<file path="src/rtl/core/damt_pkg.sv">
// Shared types, constants and codes for the device alias match table.
`default_nettype none

package damt_pkg;

  // Table geometry and the free-slot marker
  localparam int unsigned USER_SLOTS  = 8;
  localparam int unsigned FIXED_SLOTS = 4;
  localparam int unsigned FIXED_REGS  = 4;
  localparam int unsigned IDX_W       = (USER_SLOTS > 1) ? $clog2(USER_SLOTS) : 1;

  localparam int unsigned ALIAS_W  = 8;
  localparam int unsigned SLOT_W   = 3;
  localparam int unsigned CFG_IDX_W = 2;

  localparam logic [ALIAS_W-1:0] UNUSED_CODE = 8'hFF;
  localparam logic [ALIAS_W-1:0] FIXED_RESET = 8'hFF;

  // Request codes
  typedef enum logic [1:0] {
    OP_ADD    = 2'd0,
    OP_REMOVE = 2'd1,
    OP_CHECK  = 2'd2
  } op_e;

  // Result status codes
  typedef enum logic [1:0] {
    STS_OK       = 2'd0,
    STS_FULL     = 2'd1,
    STS_NO_MATCH = 2'd2
  } status_e;

  // One result; first field in the highest bits
  typedef struct packed {
    logic              filter_enable;
    logic              filter_update;
    logic [SLOT_W-1:0] slot;
    logic              accepted;
    status_e           status;
  } result_t;

  // Controller to datapath
  typedef struct packed {
    logic load;  // take the accepted request and restart the scan
    logic step;  // examine one user slot
    logic emit;  // move the finished result into the output register
  } cmd_t;

  // Datapath to controller
  typedef struct packed {
    logic done;  // the slot under examination ends the scan
  } stat_t;

endpackage

`default_nettype wire

</file>
<file path="src/rtl/core/device_alias_match_table.sv">
// The scan examines one user slot per cycle and stops at the first deciding slot;
// the result then passes through a holding register into the output register.
// One request at a time: a new request is taken only after the previous result has moved on;
// the next request is taken while the previous result waits in the output register.
// Reset (asynchronous, active low): every user slot reads as the unused code,
// predefined aliases return to 255, no result is pending.
`default_nettype none

module device_alias_match_table
  import damt_pkg::*;
(
  input  wire                  clk_i,
  input  wire                  rst_ni,
  // Request stream
  input  wire                  s_axis_tvalid,
  output logic                 s_axis_tready,
  input  wire  [15:0]          s_axis_tdata,   // [1:0] operation, [9:2] alias_req
  // Result stream
  output logic                 m_axis_tvalid,
  input  wire                  m_axis_tready,
  output logic [7:0]           m_axis_tdata,   // [1:0] status, [2] accepted, [5:3] slot,
                                               // [6] filter_update, [7] filter_enable
  // Configuration writes
  input  wire                  cfg_we_i,
  input  wire  [CFG_IDX_W-1:0] cfg_idx_i,
  input  wire  [ALIAS_W-1:0]   cfg_wdata_i
);

  cmd_t    cmd;
  stat_t   stat;
  result_t result;

  damt_ctrl u_ctrl (
    .clk_i       (clk_i),
    .rst_ni      (rst_ni),
    .in_valid_i  (s_axis_tvalid),
    .in_ready_o  (s_axis_tready),
    .out_valid_o (m_axis_tvalid),
    .out_ready_i (m_axis_tready),
    .cmd_o       (cmd),
    .stat_i      (stat)
  );

  damt_datapath u_datapath (
    .clk_i       (clk_i),
    .rst_ni      (rst_ni),
    .op_i        (s_axis_tdata[1:0]),
    .alias_i     (s_axis_tdata[9:2]),
    .cfg_we_i    (cfg_we_i),
    .cfg_idx_i   (cfg_idx_i),
    .cfg_wdata_i (cfg_wdata_i),
    .cmd_i       (cmd),
    .stat_o      (stat),
    .out_o       (result)
  );

  assign m_axis_tdata = result;

endmodule

`default_nettype wire

</file>
<file path="src/rtl/core/damt_ctrl.sv">
// Sequencer for the alias table: accept, scan, hold and hand over the result.
`default_nettype none

module damt_ctrl
  import damt_pkg::*;
(
  input  wire   clk_i,
  input  wire   rst_ni,
  input  wire   in_valid_i,
  output logic  in_ready_o,
  output logic  out_valid_o,
  input  wire   out_ready_i,
  output cmd_t  cmd_o,
  input  stat_t stat_i
);

  typedef enum logic [2:0] {
    S_IDLE = 3'b001,
    S_SCAN = 3'b010,
    S_HOLD = 3'b100
  } state_e;

  state_e state_q, state_d;
  logic   out_valid_q, out_valid_d;

  // Next state and commands
  always_comb begin
    state_d    = state_q;
    cmd_o      = '0;
    in_ready_o = 1'b0;
    case (state_q)
      S_IDLE: begin
        in_ready_o = 1'b1;
        if (in_valid_i) begin
          cmd_o.load = 1'b1;
          state_d    = S_SCAN;
        end
      end
      S_SCAN: begin
        cmd_o.step = 1'b1;
        if (stat_i.done) begin
          state_d = S_HOLD;
        end
      end
      S_HOLD: begin
        if (!out_valid_q || out_ready_i) begin
          cmd_o.emit = 1'b1;
          state_d    = S_IDLE;
        end
      end
      default: begin
        state_d = S_IDLE;
      end
    endcase
  end

  // Output register occupancy
  always_comb begin
    out_valid_d = out_valid_q;
    if (cmd_o.emit) begin
      out_valid_d = 1'b1;
    end else if (out_ready_i) begin
      out_valid_d = 1'b0;
    end
  end

  always_ff @(posedge clk_i or negedge rst_ni) begin
    if (!rst_ni) begin
      state_q     <= S_IDLE;
      out_valid_q <= 1'b0;
    end else begin
      state_q     <= state_d;
      out_valid_q <= out_valid_d;
    end
  end

  assign out_valid_o = out_valid_q;

endmodule

`default_nettype wire

</file>
<file path="src/rtl/core/damt_datapath.sv">
// Alias storage, slot scanner, result formation and output register.
`default_nettype none

module damt_datapath
  import damt_pkg::*;
(
  input  wire                  clk_i,
  input  wire                  rst_ni,
  input  wire  [1:0]           op_i,
  input  wire  [ALIAS_W-1:0]   alias_i,
  input  wire                  cfg_we_i,
  input  wire  [CFG_IDX_W-1:0] cfg_idx_i,
  input  wire  [ALIAS_W-1:0]   cfg_wdata_i,
  input  cmd_t                 cmd_i,
  output stat_t                stat_o,
  output result_t              out_o
);

  logic [ALIAS_W-1:0] fixed_q [FIXED_REGS];
  logic [ALIAS_W-1:0] table_q [USER_SLOTS];

  logic [1:0]         op_q;
  logic [ALIAS_W-1:0] alias_q;
  logic [IDX_W-1:0]   idx_q;
  logic               hit_q;
  result_t            res_q;
  result_t            out_q;

  logic               fixed_hit;
  logic [ALIAS_W-1:0] entry;
  logic               is_free;
  logic               is_req;
  logic               last;
  logic               done;
  logic               wr_en;
  logic [ALIAS_W-1:0] wr_data;
  result_t            res_d;

  // Compare the request against the predefined aliases in use
  always_comb begin
    fixed_hit = 1'b0;
    for (int i = 0; i < int'(FIXED_SLOTS); i++) begin
      if (fixed_q[i] == alias_i) begin
        fixed_hit = 1'b1;
      end
    end
  end

  // Examine the current user slot
  assign entry   = table_q[idx_q];
  assign is_free = (entry == UNUSED_CODE);
  assign is_req  = (entry == alias_q);
  assign last    = (idx_q == IDX_W'(USER_SLOTS - 1));

  // Decide whether the scan ends here and what it reports
  always_comb begin
    done    = 1'b1;
    wr_en   = 1'b0;
    wr_data = alias_q;
    res_d   = '0;
    case (op_q)
      OP_ADD: begin
        done = is_free || last;
        if (is_free) begin
          wr_en               = 1'b1;
          res_d.slot          = SLOT_W'(idx_q);
          res_d.filter_update = 1'b1;
          res_d.filter_enable = 1'b1;
        end else begin
          res_d.status = STS_FULL;
        end
      end
      OP_REMOVE: begin
        done    = is_req || last;
        wr_data = UNUSED_CODE;
        if (is_req) begin
          wr_en               = 1'b1;
          res_d.slot          = SLOT_W'(idx_q);
          res_d.filter_update = 1'b1;
        end else begin
          res_d.status = STS_NO_MATCH;
        end
      end
      OP_CHECK: begin
        done           = hit_q || is_req || last;
        res_d.accepted = hit_q || is_req;
      end
      default: begin
        done = 1'b1;
      end
    endcase
  end

  assign stat_o.done = done;

  // Predefined aliases, written from the configuration port
  always_ff @(posedge clk_i or negedge rst_ni) begin
    if (!rst_ni) begin
      for (int i = 0; i < int'(FIXED_REGS); i++) begin
        fixed_q[i] <= FIXED_RESET;
      end
    end else if (cfg_we_i) begin
      fixed_q[cfg_idx_i] <= cfg_wdata_i;
    end
  end

  // User table: every slot free after reset, updated when a scan ends
  always_ff @(posedge clk_i or negedge rst_ni) begin
    if (!rst_ni) begin
      for (int i = 0; i < int'(USER_SLOTS); i++) begin
        table_q[i] <= UNUSED_CODE;
      end
    end else if (cmd_i.step && done && wr_en) begin
      table_q[idx_q] <= wr_data;
    end
  end

  // Scan pointer and request hold
  always_ff @(posedge clk_i or negedge rst_ni) begin
    if (!rst_ni) begin
      idx_q <= '0;
      hit_q <= 1'b0;
    end else if (cmd_i.load) begin
      idx_q <= '0;
      hit_q <= fixed_hit;
    end else if (cmd_i.step && !done) begin
      idx_q <= idx_q + IDX_W'(1);
    end
  end

  always_ff @(posedge clk_i) begin
    if (cmd_i.load) begin
      op_q    <= op_i;
      alias_q <= alias_i;
    end
  end

  // Capture the finished result, then move it to the output register
  always_ff @(posedge clk_i) begin
    if (cmd_i.step && done) begin
      res_q <= res_d;
    end
    if (cmd_i.emit) begin
      out_q <= res_q;
    end
  end

  assign out_o = out_q;

endmodule

`default_nettype wire

</file>
<file path="config.mk">
export PLATFORM = sky130hd
export DESIGN_NAME = device_alias_match_table
export DESIGN_NICKNAME = d
export VERILOG_FILES = /design/src/rtl/core/damt_pkg.sv /design/src/rtl/core/device_alias_match_table.sv /design/src/rtl/core/damt_ctrl.sv /design/src/rtl/core/damt_datapath.sv
export SDC_FILE = /design/constraint.sdc
export NUM_CORES = 1
export LEC_CHECK = 0
export ABC_CLOCK_PERIOD_IN_PS = 10700
export BUFFER_PORTS_ARGS = -buffer_cell sky130_fd_sc_hd__buf_4
export CORE_MARGIN = 4
export CORE_UTILIZATION = 30
export CTS_BUF_LIST = sky130_fd_sc_hd__clkbuf_2
export DETAILED_ROUTE_END_ITERATION = 8
export GPL_TIMING_DRIVEN = 0
export SETUP_SLACK_MARGIN = 0.2
export SYNTH_ARGS = -nofsm -noshare
export SYNTH_HDL_FRONTEND = slang
export SYNTH_SLANG_ARGS = --single-unit
</file>
<file path="constraint.sdc">
create_clock -name clk_i -period 10.7 [get_ports clk_i]
set_clock_uncertainty 0.1 [all_clocks]
set_input_delay 0.535 -clock clk_i [delete_from_list [all_inputs] [get_ports clk_i]]
set_output_delay 0.535 -clock clk_i [all_outputs]
set_load 0.005 [all_outputs]
</file>
==> summary.md, run 1 <==
| Metric | Value |
|---|---|
| Post-CTS setup buffer count | `0` |
| Fin worst setup slack | `6.54 ns` |
| Share of post-route cells with drive strength above 1 | `0.544` |
| Via Count | `3,863` |
| Mapped Nets | `488` |
| Drt drc | `0` |
| Post-layout nets | `563` |
| CTS tree | `done` |
| Synthesized flop and latch total | `130` |
| DRT iter0 DRCs | `235` |
| Post-Layout Cell Count | `815` |
| YS warnings | `0` |
| Pleak | `2.93 nW` |
| Post-cts gate resize count | `0` |
| Worst-margin pin slew | `1.36 ns` |
| Clk root buf | `clkbuf_2` |
| Slowest library cell on the worst path | `a211oi_4` |
| P_sw | `0.000383 W` |
| Synth Area in Compound Gates | `0.0590` |
| Vias in the first global route | `4,184` |
| Uppermost layer routed | `met4` |
| Met1 WL | `6540 um` |
| Clock transition time at the flip-flop clock pins of the worst setup and hold paths | `0.20 ns` |
| Final period util | `0.389` |
| Hold/Removal Path Class | `primary input to asynchronous set/reset pin` |
| First-pass GRT wire length | `23,100 um` |
| H-tree level count | `4` |
| GP Congestion | `0.798` |
| Unique masters post-synth | `63` |
| Routed wire length | `14,300 um` |
| Met2 Routed Length | `6950 um` |
| CP Launch Type | `flop` |
| Top_reg_cell synth | `dfstp_2` |
| Simple-Gate Fraction of Synth Area | `0.0726` |
| # setup viols final | `0` |
| Core area | `21,100 um^2` |
| CP Data Arrival Time | `4.69 ns` |
| Synthesized area | `6440 um^2` |
| Cell-internal power | `0.000851 W` |
| Largest family of logic cells by synthesized area | `multiplexers` |
| Initial antenna violation count | `1` |
| Initial Util | `0.306` |
| Clk pwr share | `0.279` |
| I/O pin count | `41` |
| RSZ-0062 raised after global routing | `no` |
| Fill cells | `2,053` |
| Die height | `155 um` |
| Cts-stage hold buffer count | `21` |
| Number of vias per cell | `4.74` |
| Multi-input logic area | `2780 um^2` |
| Gr ovfl total | `0` |
| Sw Share | `0.310` |
| Die width | `155 um` |
| Pins Over Slew Limit | `0` |
| Setup crit end kind | `flop` |
| FFs w/ async S/R, synth | `0.800` |
| PD cells | `163 nW/um^2` |
| Placement Setup Slack | `6.63 ns` |
| Largest net degree at the start of global routing | `105` |
| Worst path max stage delay | `0.86 ns` |
| GRT Util Overall | `0.126` |
| Crit path kind | `flop to flop` |
| DIE AREA | `23,900 um^2` |
| Row cnt | `53` |
| Placed insts | `760` |
| Post-synthesis xor/xnor area fraction | `0.0476` |
| Fmax | `241 MHz` |
| Comb power frac | `0.235` |
| Worst endpoint required time | `11.23 ns` |
| Longest Clk Path Bufs | `2` |
| Sequential-to-total area share from yosys stat | `0.544` |
| Clk sinks | `130` |
| Post-DR wirelength/cell | `17.5 um` |
| Mux share of post-synthesis cell area | `0.240` |
| MaxCap Viol Count | `0` |
| Post-synth EDFFs | `26` |
| Run status | `completed` |
| VDD IR max | `68.9 uV` |
| PortBufs | `34` |
| Cells after Synth | `451` |
| Total CTS buffers | `17` |
| Crit path max fanout | `10` |
| Final HPWL from detailed placement | `9650 um` |
| Clk_lat worst skew | `0.71 ns` |
| Register area | `3500 um^2` |
| Slew Limit Headroom | `0.0916` |
| Tmin final | `4.16 ns` |
| Metal3 WL | `436 um` |
| Final number of hold-violating endpoints | `0` |
| Avg Synthesized Cell Area | `14.3 um^2` |
| Area Overhead vs Synth | `17.4%` |
| Sequential share of power | `0.487` |
| Sum of negative setup slack | `0 ns` |
| Worst-path cell chain | `buf_2, or2b_1, o22ai_1, or2_0, or4_4, nor4_2, o21ai_1, a211oi_4, mux2_4` |
| Adder-cell share of the synthesized area | `0.0117` |
| 1st-pass router iterations | `4` |
| Antenna Nets Post-Route | `0` |
[synthesized netlist by cell type, types with 7 or more instances]
master,instances,area (um^2)
clkbuf_1,7,26.3
dfrtp_1,7,175
dfstp_2,97,2550
edfxtp_1,26,781
inv_1,15,56.3
mux2_2,70,788
mux2_4,32,480
mux2i_1,12,120
nand2_1,13,48.8
nand3_1,7,35.0
nor2_1,12,45.0
o21ai_0,10,50.1
o22ai_1,8,50.1
xnor2_1,18,158
xor2_1,17,149
[sequential cells by signal, indices dropped and copies added (netlist names)]
name and cells:
u_datapath.op_q 2, u_datapath.fixed_q 32, u_datapath.hit_q 1, u_datapath.res_q 8, u_datapath.table_q 64, u_datapath.out_o 8, u_ctrl.state_q 3, u_datapath.alias_q 8
u_datapath.idx_q 3, u_ctrl.out_valid_o 1
[layout by cell type, fill, tap and decap left out, drive strengths merged, types with 7 or more instances in the layout]
| master | instances |
|---|---|
| xnor2 | 18 |
| edfxtp | 26 |
| dlygate4sd3 | 21 |
| nand2 | 13 |
| dfstp | 97 |
| inv | 16 |
| mux2i | 12 |
| buf | 42 |
| nor2 | 12 |
| dfrtp | 7 |
| clkinv | 7 |
| mux2 | 108 |
| or2 | 9 |
| o21ai | 12 |
| o22ai | 8 |
| clkbuf | 26 |
| xor2 | 17 |
| nand3 | 8 |
[kinds of logic after synthesis]
kind of cell,count (synthesis)
AO/OA/AOI/OAI,48
XOR/XNOR,35
adder cells (fa/ha/maj),6
buffers and inverters,30
flip-flops,130
multiplexers,124
AND/OR/NAND/NOR,78
[metrics by stage]
stage               utilization  power, W  instance area [um^2]  hold WS (ns)
floorplan                     -  0.000804                  6440         0.139
global placement          0.334  0.000885                  7040         0.301
detailed placement        0.334  0.000894                  7040         0.305
CTS                       0.357   0.00125                  7530         0.205
global route              0.359   0.00131                  7560         0.121
finish                    0.359   0.00123                  7560         0.222
[final timing paths]
kind | start | endpoint | slack, ns | depth (start not counted)
min reg2reg | u_datapath.res_q[1]$_SDFFCE_PN0P_ | u_datapath.out_o[1]$_DFFE_PP_ | 0.34 | 0
max | u_datapath.idx_q[2]$_DFFE_PN0P_ | u_datapath.table_q[33]$_DFFE_PN1P_ | 6.54 | 9
min in group clk_i | cfg_idx_i[0] | u_datapath.fixed_q[28]$_DFFE_PN1P_ | 0.30 | 3
min | rst_ni | u_datapath.table_q[31]$_DFFE_PN1P_ | 0.22 | 2
max reg2reg | u_datapath.idx_q[2]$_DFFE_PN0P_ | u_datapath.table_q[33]$_DFFE_PN1P_ | 6.54 | 9
max in group asynchronous | rst_ni | u_datapath.fixed_q[22]$_DFFE_PN1P_ | 9.75 | 3
[final cells by class]
type / instances / area share
diodes: 1 / 0.000331
plain buffers: 15 / 0.0141
clock buffers: 18 / 0.0119
clock inverters: 14 / 0.0248
inverters: 15 / 0.00744
multi-input cells: 291 / 0.367
flip-flops and latches: 130 / 0.463
well taps: 275 / 0.0455
repair buffers: 56 / 0.0657
[critical path: cells and delay by family, from the launching register on]
kind	cells	cell delay, ns
simple gates	4	1.57
flops	1	0.47
mux	1	0.36
compound gates	3	1.38
buf+inv	1	0.21
[metal layers]
| metal | up-vias | global-route usage |
|---|---|---|
| met1 | 1974 | 0.161 |
| met5 | - | 0 |
| li1 | 1807 | - |
| met2 | 64 | 0.203 |
| met4 | 0 | 0.0534 |
| met3 | 18 | 0.0308 |
[power groups by stage]
stage               clock network (W)  registers [W]  logic [W]
floorplan                           0       0.000598   0.000205
global placement                    0       0.000606   0.000279
detailed placement                  0       0.000609   0.000286
CTS                          0.000357       0.000601   0.000293
global route                 0.000380       0.000607   0.000320
finish                       0.000344       0.000601   0.000290
Note: power is estimated with default switching activity, not from simulation.
==> inputs of run 2 (changes only) <==
- ABC_CLOCK_PERIOD_IN_PS: 10700 -> 4019
- clock period: 10.7 -> 4.02 ns (I/O delays scaled with it)
==> summary.md, run 2 (synthesis results as in run 1) <==
| Metric | Value |
|---|---|
| Largest registers | `u_datapath.table_q x64, u_datapath.fixed_q x32` |
| Pleak | `3.06 nW (+4.3%)` |
| DIE AREA | `23,900 um^2 (unchanged)` |
| Antenna Nets Post-Route | `0 (unchanged)` |
| First-pass GRT wire length | `23,300 um (+1.2%)` |
| Number of vias per cell | `4.75 (+0.28%)` |
| Total CTS buffers | `17 (unchanged)` |
| Crit path kind | `flop to flop` |
| PD cells | `423 nW/um^2 (+160%)` |
| WHS | `0.108 ns (-0.114 ns)` |
| Hold path cells | `2` |
| R2R Setup Slk | `0.31 ns (-6.23 ns)` |
| Final number of hold-violating endpoints | `0 (unchanged)` |
| Placed insts | `760 (unchanged)` |
| Setup crit end kind | `flop` |
| MaxCap Viol Count | `0 (unchanged)` |
| Reg2Reg Launch Point | `u_datapath.idx_q[1]$_DFFE_PN0P_` |
| Reg2Reg Depth | `11 (+2)` |
| Commonest non-fill, non-tap cell in the layout | `dfstp_2` |
| Initial antenna violation count | `1 (unchanged)` |
| VDD IR max | `184 uV (+170%)` |
| DRT iter0 DRCs | `255 (+8.5%)` |
| RR Endpoint | `u_datapath.table_q[54]$_DFFE_PN1P_` |
| Die height | `155 um (unchanged)` |
| CP Data Arrival Time | `4.25 ns (-0.44 ns)` |
| Pins Over Slew Limit | `0 (unchanged)` |
| Post-layout nets | `587 (+4.3%)` |
| CP Launch Type | `flop` |
| # setup viols final | `0 (unchanged)` |
| Post-Layout Cell Count | `839 (+2.9%)` |
| Longest Clk Path Bufs | `2 (unchanged)` |
| Clk sinks | `130 (unchanged)` |
| Routed wire length | `14,500 um (+1.7%)` |
| Core area | `21,100 um^2 (unchanged)` |
| GP Congestion | `0.798 (unchanged)` |
| Worst endpoint required time | `4.56 ns (-6.67 ns)` |
| Crit path max fanout | `10 (unchanged)` |
| Worst-margin pin slew | `0.534 ns (-0.822 ns)` |
| Hold path startpoint | `s_axis_tdata[0]` |
| Core Util, Final | `0.370 (+0.0112)` |
| Drt drc | `0 (unchanged)` |
| Largest register by flop count | `u_datapath.table_q` |
| Clk_lat worst skew | `0.71 ns (about the same)` |
| Hold Path Sink | `u_datapath.op_q[0]$_DFFE_PP_` |
| Max reg flops | `64 (unchanged)` |
| Most frequent cells in the layout | `dfstp_2, mux2_2, buf_4` |
| Initial Util | `0.306 (unchanged)` |
| Share of post-route cells with drive strength above 1 | `0.556 (+0.0124)` |
| Run status | `completed` |
| Largest net degree at the start of global routing | `105 (unchanged)` |
| H-tree level count | `4 (unchanged)` |
| Area Overhead vs Synth | `21.0%` |
| Vias in the first global route | `4,286 (+2.4%)` |
| Hold/Removal Path Class | `primary input to flop` |
| GRT Util Overall | `0.127 (+0.00113)` |
| Clock transition time at the flip-flop clock pins of the worst setup and hold paths | `0.20 ns (about the same)` |
| Via Count | `3,988 (+3.2%)` |
| Slew Limit Headroom | `0.643 (+0.551)` |
| Post-DR wirelength/cell | `17.3 um (-1.2%)` |
| Fmax | `269 MHz (+12%)` |
| I/O pin count | `41 (unchanged)` |
| CTS tree | `done` |
| Final period util | `0.923 (+0.535)` |
| Sum of negative setup slack | `0 ns (unchanged)` |
| Clk root buf | `clkbuf_2` |
| Gr ovfl total | `0 (unchanged)` |
| Tmin final | `3.71 ns (-0.447 ns)` |
| Row cnt | `53 (unchanged)` |
| PortBufs | `34 (unchanged)` |
| Die width | `155 um (unchanged)` |
| 1st-pass router iterations | `4 (unchanged)` |
| Final HPWL from detailed placement | `9650 um (unchanged)` |
| RSZ-0062 raised after global routing | `no` |
## run 2: per-layer routing
| layer | vias to the layer above | share of wire | wire length (um) | global-route usage |
|---|---|---|---|---|
| met5 | - | 0 | 0 | 0 |
| li1 | 1856 | - | - | - |
| met3 | 18 | 0.035 | 504 | 0.0311 |
| met4 | 0 | 0.021 | 308 | 0.0547 |
| met2 | 81 | 0.49 | 7160 | 0.207 |
| met1 | 2033 | 0.45 | 6520 | 0.161 |
## run 2: cell type report
type	instances	area [um^2]
plain buffers	15	106
fillers	2037	13300
clock inverters	14	188
multi-input cells	291	2790
clock buffers	18	90.1
repair buffers	80	717
diodes	1	2.50
inverters	15	56.3
well taps	275	344
flip-flops and latches	130	3500
## run 2: worst max-delay path by stage
| stage | slack [ns] | to | cells past startpoint | startpoint |
|---|---|---|---|---|
| final | 0.31 | u_datapath.table_q[54]$_DFFE_PN1P_ | 11 | u_datapath.idx_q[1]$_DFFE_PN0P_ |
| after global routing | 0.21 | u_datapath.table_q[35]$_DFFE_PN1P_ | 11 | u_datapath.idx_q[1]$_DFFE_PN0P_ |
| after CTS | 0.28 | u_datapath.table_q[6]$_DFFE_PN1P_ | 10 | u_datapath.idx_q[2]$_DFFE_PN0P_ |
| after floorplan | 0.58 | u_datapath.table_q[0]$_DFFE_PN1P_ | 10 | u_datapath.idx_q[1]$_DFFE_PN0P_ |
| after global placement | 0.02 | u_datapath.table_q[0]$_DFFE_PN1P_ | 9 | u_datapath.idx_q[2]$_DFFE_PN0P_ |
| after detailed placement | -0.05 | u_datapath.table_q[38]$_DFFE_PN1P_ | 9 | u_datapath.idx_q[2]$_DFFE_PN0P_ |
## run 2: critical path, cell delays in order, from the launching register on
cell	delay [ns]
dfrtp_1	0.43
buf_4	0.18
buf_6	0.15
nand2_1	0.25
o22ai_1	0.15
or2_0	0.25
or4_4	0.56
or4b_4	0.56
a2bb2oi_2	0.22
a211oi_4	0.29
buf_12	0.19
mux2_4	0.31
## run 2: per-stage QoR
step | area (um^2) | total power [W] | worst slack [ns]
6_report | 7800 | 0.00330 | 0.309
4_1_cts | 7710 | 0.00334 | 0.280
3_5_place_dp | 7040 | 0.00238 | -0.0505
3_3_place_gp | 7040 | 0.00236 | 0.0239
2_1_floorplan | 6440 | 0.00214 | 0.580
5_1_grt | 7800 | 0.00349 | 0.207
## run 2: power breakdown
group / total (W) / switching [W] / internal [W]
clock network: 0.000917 / 0.000508 / 0.000409
logic: 0.000786 / 0.000437 / 0.000349
registers: 0.00160 / 0.0000826 / 0.00152
## run 2: timing repair
action	in CTS	in global routing
resized for setup	0	3
pin swaps	8	1
buffers inserted	14	4
endpoints found under the setup margin	64	32
endpoints found under the hold margin	57	7
hold buffers	26	1
==> inputs of run 3 (changes only) <==
- ABC_CLOCK_PERIOD_IN_PS: 4019 -> 4710
- clock period: 4.02 -> 4.71 ns (I/O delays scaled with it)
==> summary.md, run 3 (synthesis results as in run 1) <==
| Metric | Value |
|---|---|
| DRT iter0 DRCs | `263 (+3.1%)` |
| Die height | `155 um (unchanged)` |
| Core Util, Final | `0.361 (-0.00878)` |
| Hold/Removal Path Class | `primary input to flop` |
| Clk sinks | `130 (unchanged)` |
| Drt drc | `0 (unchanged)` |
| Slew Limit Headroom | `0.102 (-0.541)` |
| Antenna Nets Post-Route | `0 (unchanged)` |
| WP buf/inv | `1 (-2)` |
| PD cells | `369 nW/um^2 (-13%)` |
| Routed wire length | `14,400 um (-0.89%)` |
| Clk_lat worst skew | `0.71 ns (about the same)` |
| PortBufs | `34 (unchanged)` |
| Pleak | `2.96 nW (-3.3%)` |
| GP Congestion | `0.798 (unchanged)` |
| Cts-stage hold buffer count | `25 (-3.8%)` |
| Worst endpoint required time | `5.25 ns (+0.69 ns)` |
| Sum of negative setup slack | `0 ns (unchanged)` |
| Initial Util | `0.306 (unchanged)` |
| Vias in the first global route | `4,212 (-1.7%)` |
| MaxCap Viol Count | `0 (unchanged)` |
| CP Launch Type | `flop` |
| H-tree level count | `4 (unchanged)` |
| Total CTS buffers | `17 (unchanged)` |
| Setup crit end kind | `flop` |
| GRT Util Overall | `0.127 (-0.000414)` |
| Max reg flops | `64 (unchanged)` |
| Longest Clk Path Bufs | `2 (unchanged)` |
| Worst path max stage delay | `0.86 ns (+0.30 ns)` |
| Final period util | `0.883 (-0.0400)` |
| Reg2Reg Depth | `9 (-2)` |
| Clk root buf | `clkbuf_2` |
| Initial antenna violation count | `1 (unchanged)` |
| RSZ-0062 raised after global routing | `no` |
| Largest registers | `u_datapath.table_q x64, u_datapath.fixed_q x32` |
| Commonest non-fill, non-tap cell in the layout | `dfstp_2` |
| Row cnt | `53 (unchanged)` |
| # setup viols final | `0 (unchanged)` |
| Number of vias per cell | `4.75 (about the same)` |
| Post-DR wirelength/cell | `17.5 um (+1.4%)` |
| Worst-path cell chain | `buf_2, or2b_1, o22ai_1, or2_0, or4_4, nor4_2, o21ai_1, a211oi_4, mux2_4` |
| Core area | `21,100 um^2 (unchanged)` |
| Worst-margin pin slew | `1.34 ns (+0.807 ns)` |
| Share of post-route cells with drive strength above 1 | `0.539 (-0.0173)` |
| Final HPWL from detailed placement | `9650 um (unchanged)` |
| 1st-pass router iterations | `4 (unchanged)` |
| Crit-path leading delay family | `simple AND/OR/NAND/NOR gates` |
| Run status | `completed` |
| VDD IR max | `157 uV (-15%)` |
| Post-CTS setup buffer count | `0 (-14)` |
| Crit path kind | `flop to flop` |
| Largest net degree at the start of global routing | `105 (unchanged)` |
| DIE AREA | `23,900 um^2 (unchanged)` |
| Largest register by flop count | `u_datapath.table_q` |
| Area Overhead vs Synth | `18.2%` |
| Crit path max fanout | `10 (unchanged)` |
| CP Data Arrival Time | `4.70 ns (+0.45 ns)` |
| Gr ovfl total | `0 (unchanged)` |
| Critical path depth | `9 (-2)` |
| Via Count | `3,899 (-2.2%)` |
| Tmin final | `4.16 ns (+0.448 ns)` |
| Post-cts gate resize count | `0 (unchanged)` |
| First-pass GRT wire length | `23,200 um (-0.59%)` |
| I/O pin count | `41 (unchanged)` |
| Hold path cells | `2 (unchanged)` |
| Clock transition time at the flip-flop clock pins of the worst setup and hold paths | `0.20 ns (about the same)` |
| Post-layout nets | `568 (-3.2%)` |
| Die width | `155 um (unchanged)` |
| Final number of hold-violating endpoints | `0 (unchanged)` |
| Pins Over Slew Limit | `0 (unchanged)` |
| Most frequent cells in the layout | `dfstp_2, mux2_2, buf_4` |
| CTS tree | `done` |
| Fmax | `240 MHz (-11%)` |
| Slowest library cell on the worst path | `a211oi_4` |
-- run 3: final cells by class --
| class | count | area, um^2 |
|---|---|---|
| Clock buffer | 18 | 90.1 |
| Antenna cell | 1 | 2.50 |
| Clock inverter | 14 | 188 |
| Fill cell | 2049 | 13500 |
| Tap cell | 275 | 344 |
| Timing Repair Buffer | 61 | 547 |
| Inverter | 15 | 56.3 |
| Sequential cell | 130 | 3500 |
| Buffer | 15 | 106 |
| Multi-Input combinational cell | 291 | 2780 |
-- run 3: metal layers --
| metal | global-route usage | share of wire | vias up |
|---|---|---|---|
| met4 | 0.0534 | 0.025 | 0 |
| li1 | - | - | 1811 |
| met1 | 0.162 | 0.45 | 1999 |
| met3 | 0.0308 | 0.034 | 19 |
| met5 | 0 | 0 | - |
| met2 | 0.205 | 0.49 | 70 |
-- run 3: worst paths after layout --
check / startpoint / endpoint / slack [ns]
worst max register to register: u_datapath.idx_q[2]$_DFFE_PN0P_ / u_datapath.table_q[33]$_DFFE_PN1P_ / 0.55
worst max-delay path: u_datapath.idx_q[2]$_DFFE_PN0P_ / u_datapath.table_q[33]$_DFFE_PN1P_ / 0.55
worst min register to register: u_datapath.res_q[1]$_SDFFCE_PN0P_ / u_datapath.out_o[1]$_DFFE_PP_ / 0.34
min in group asynchronous: rst_ni / u_datapath.table_q[31]$_DFFE_PN1P_ / 0.45
max in group asynchronous: rst_ni / u_datapath.table_q[6]$_DFFE_PN1P_ / 3.52
worst min-delay path: s_axis_tdata[0] / u_datapath.op_q[0]$_DFFE_PP_ / 0.14
-- run 3: stage by stage --
step	total power (W)	cells	hold slack [ns]	area (um^2)	setup slack, ns
floorplan	0.00183	451	-0.160	6440	1.27
global placement	0.00201	760	0.301	7040	0.714
detailed placement	0.00203	760	0.305	7040	0.639
CTS	0.00285	817	0.0548	7570	0.586
global route	0.00298	820	0.0479	7610	0.396
finish	0.00281	820	0.144	7610	0.551
-- run 3: worst reg2reg max path, stage by stage (launching register included) --
cell	delay (ns)
dfrtp_1	0.48
buf_2	0.21
or2b_1	0.37
o22ai_1	0.16
or2_0	0.23
or4_4	0.56
nor4_2	0.42
o21ai_1	0.36
a211oi_4	0.86
mux2_4	0.36
-- run 3: power breakdown --
part	internal (W)	total, W	switching (W)
clock network	0.000349	0.000783	0.000434
registers	0.00129	0.00136	0.0000701
logic	0.000295	0.000665	0.000370
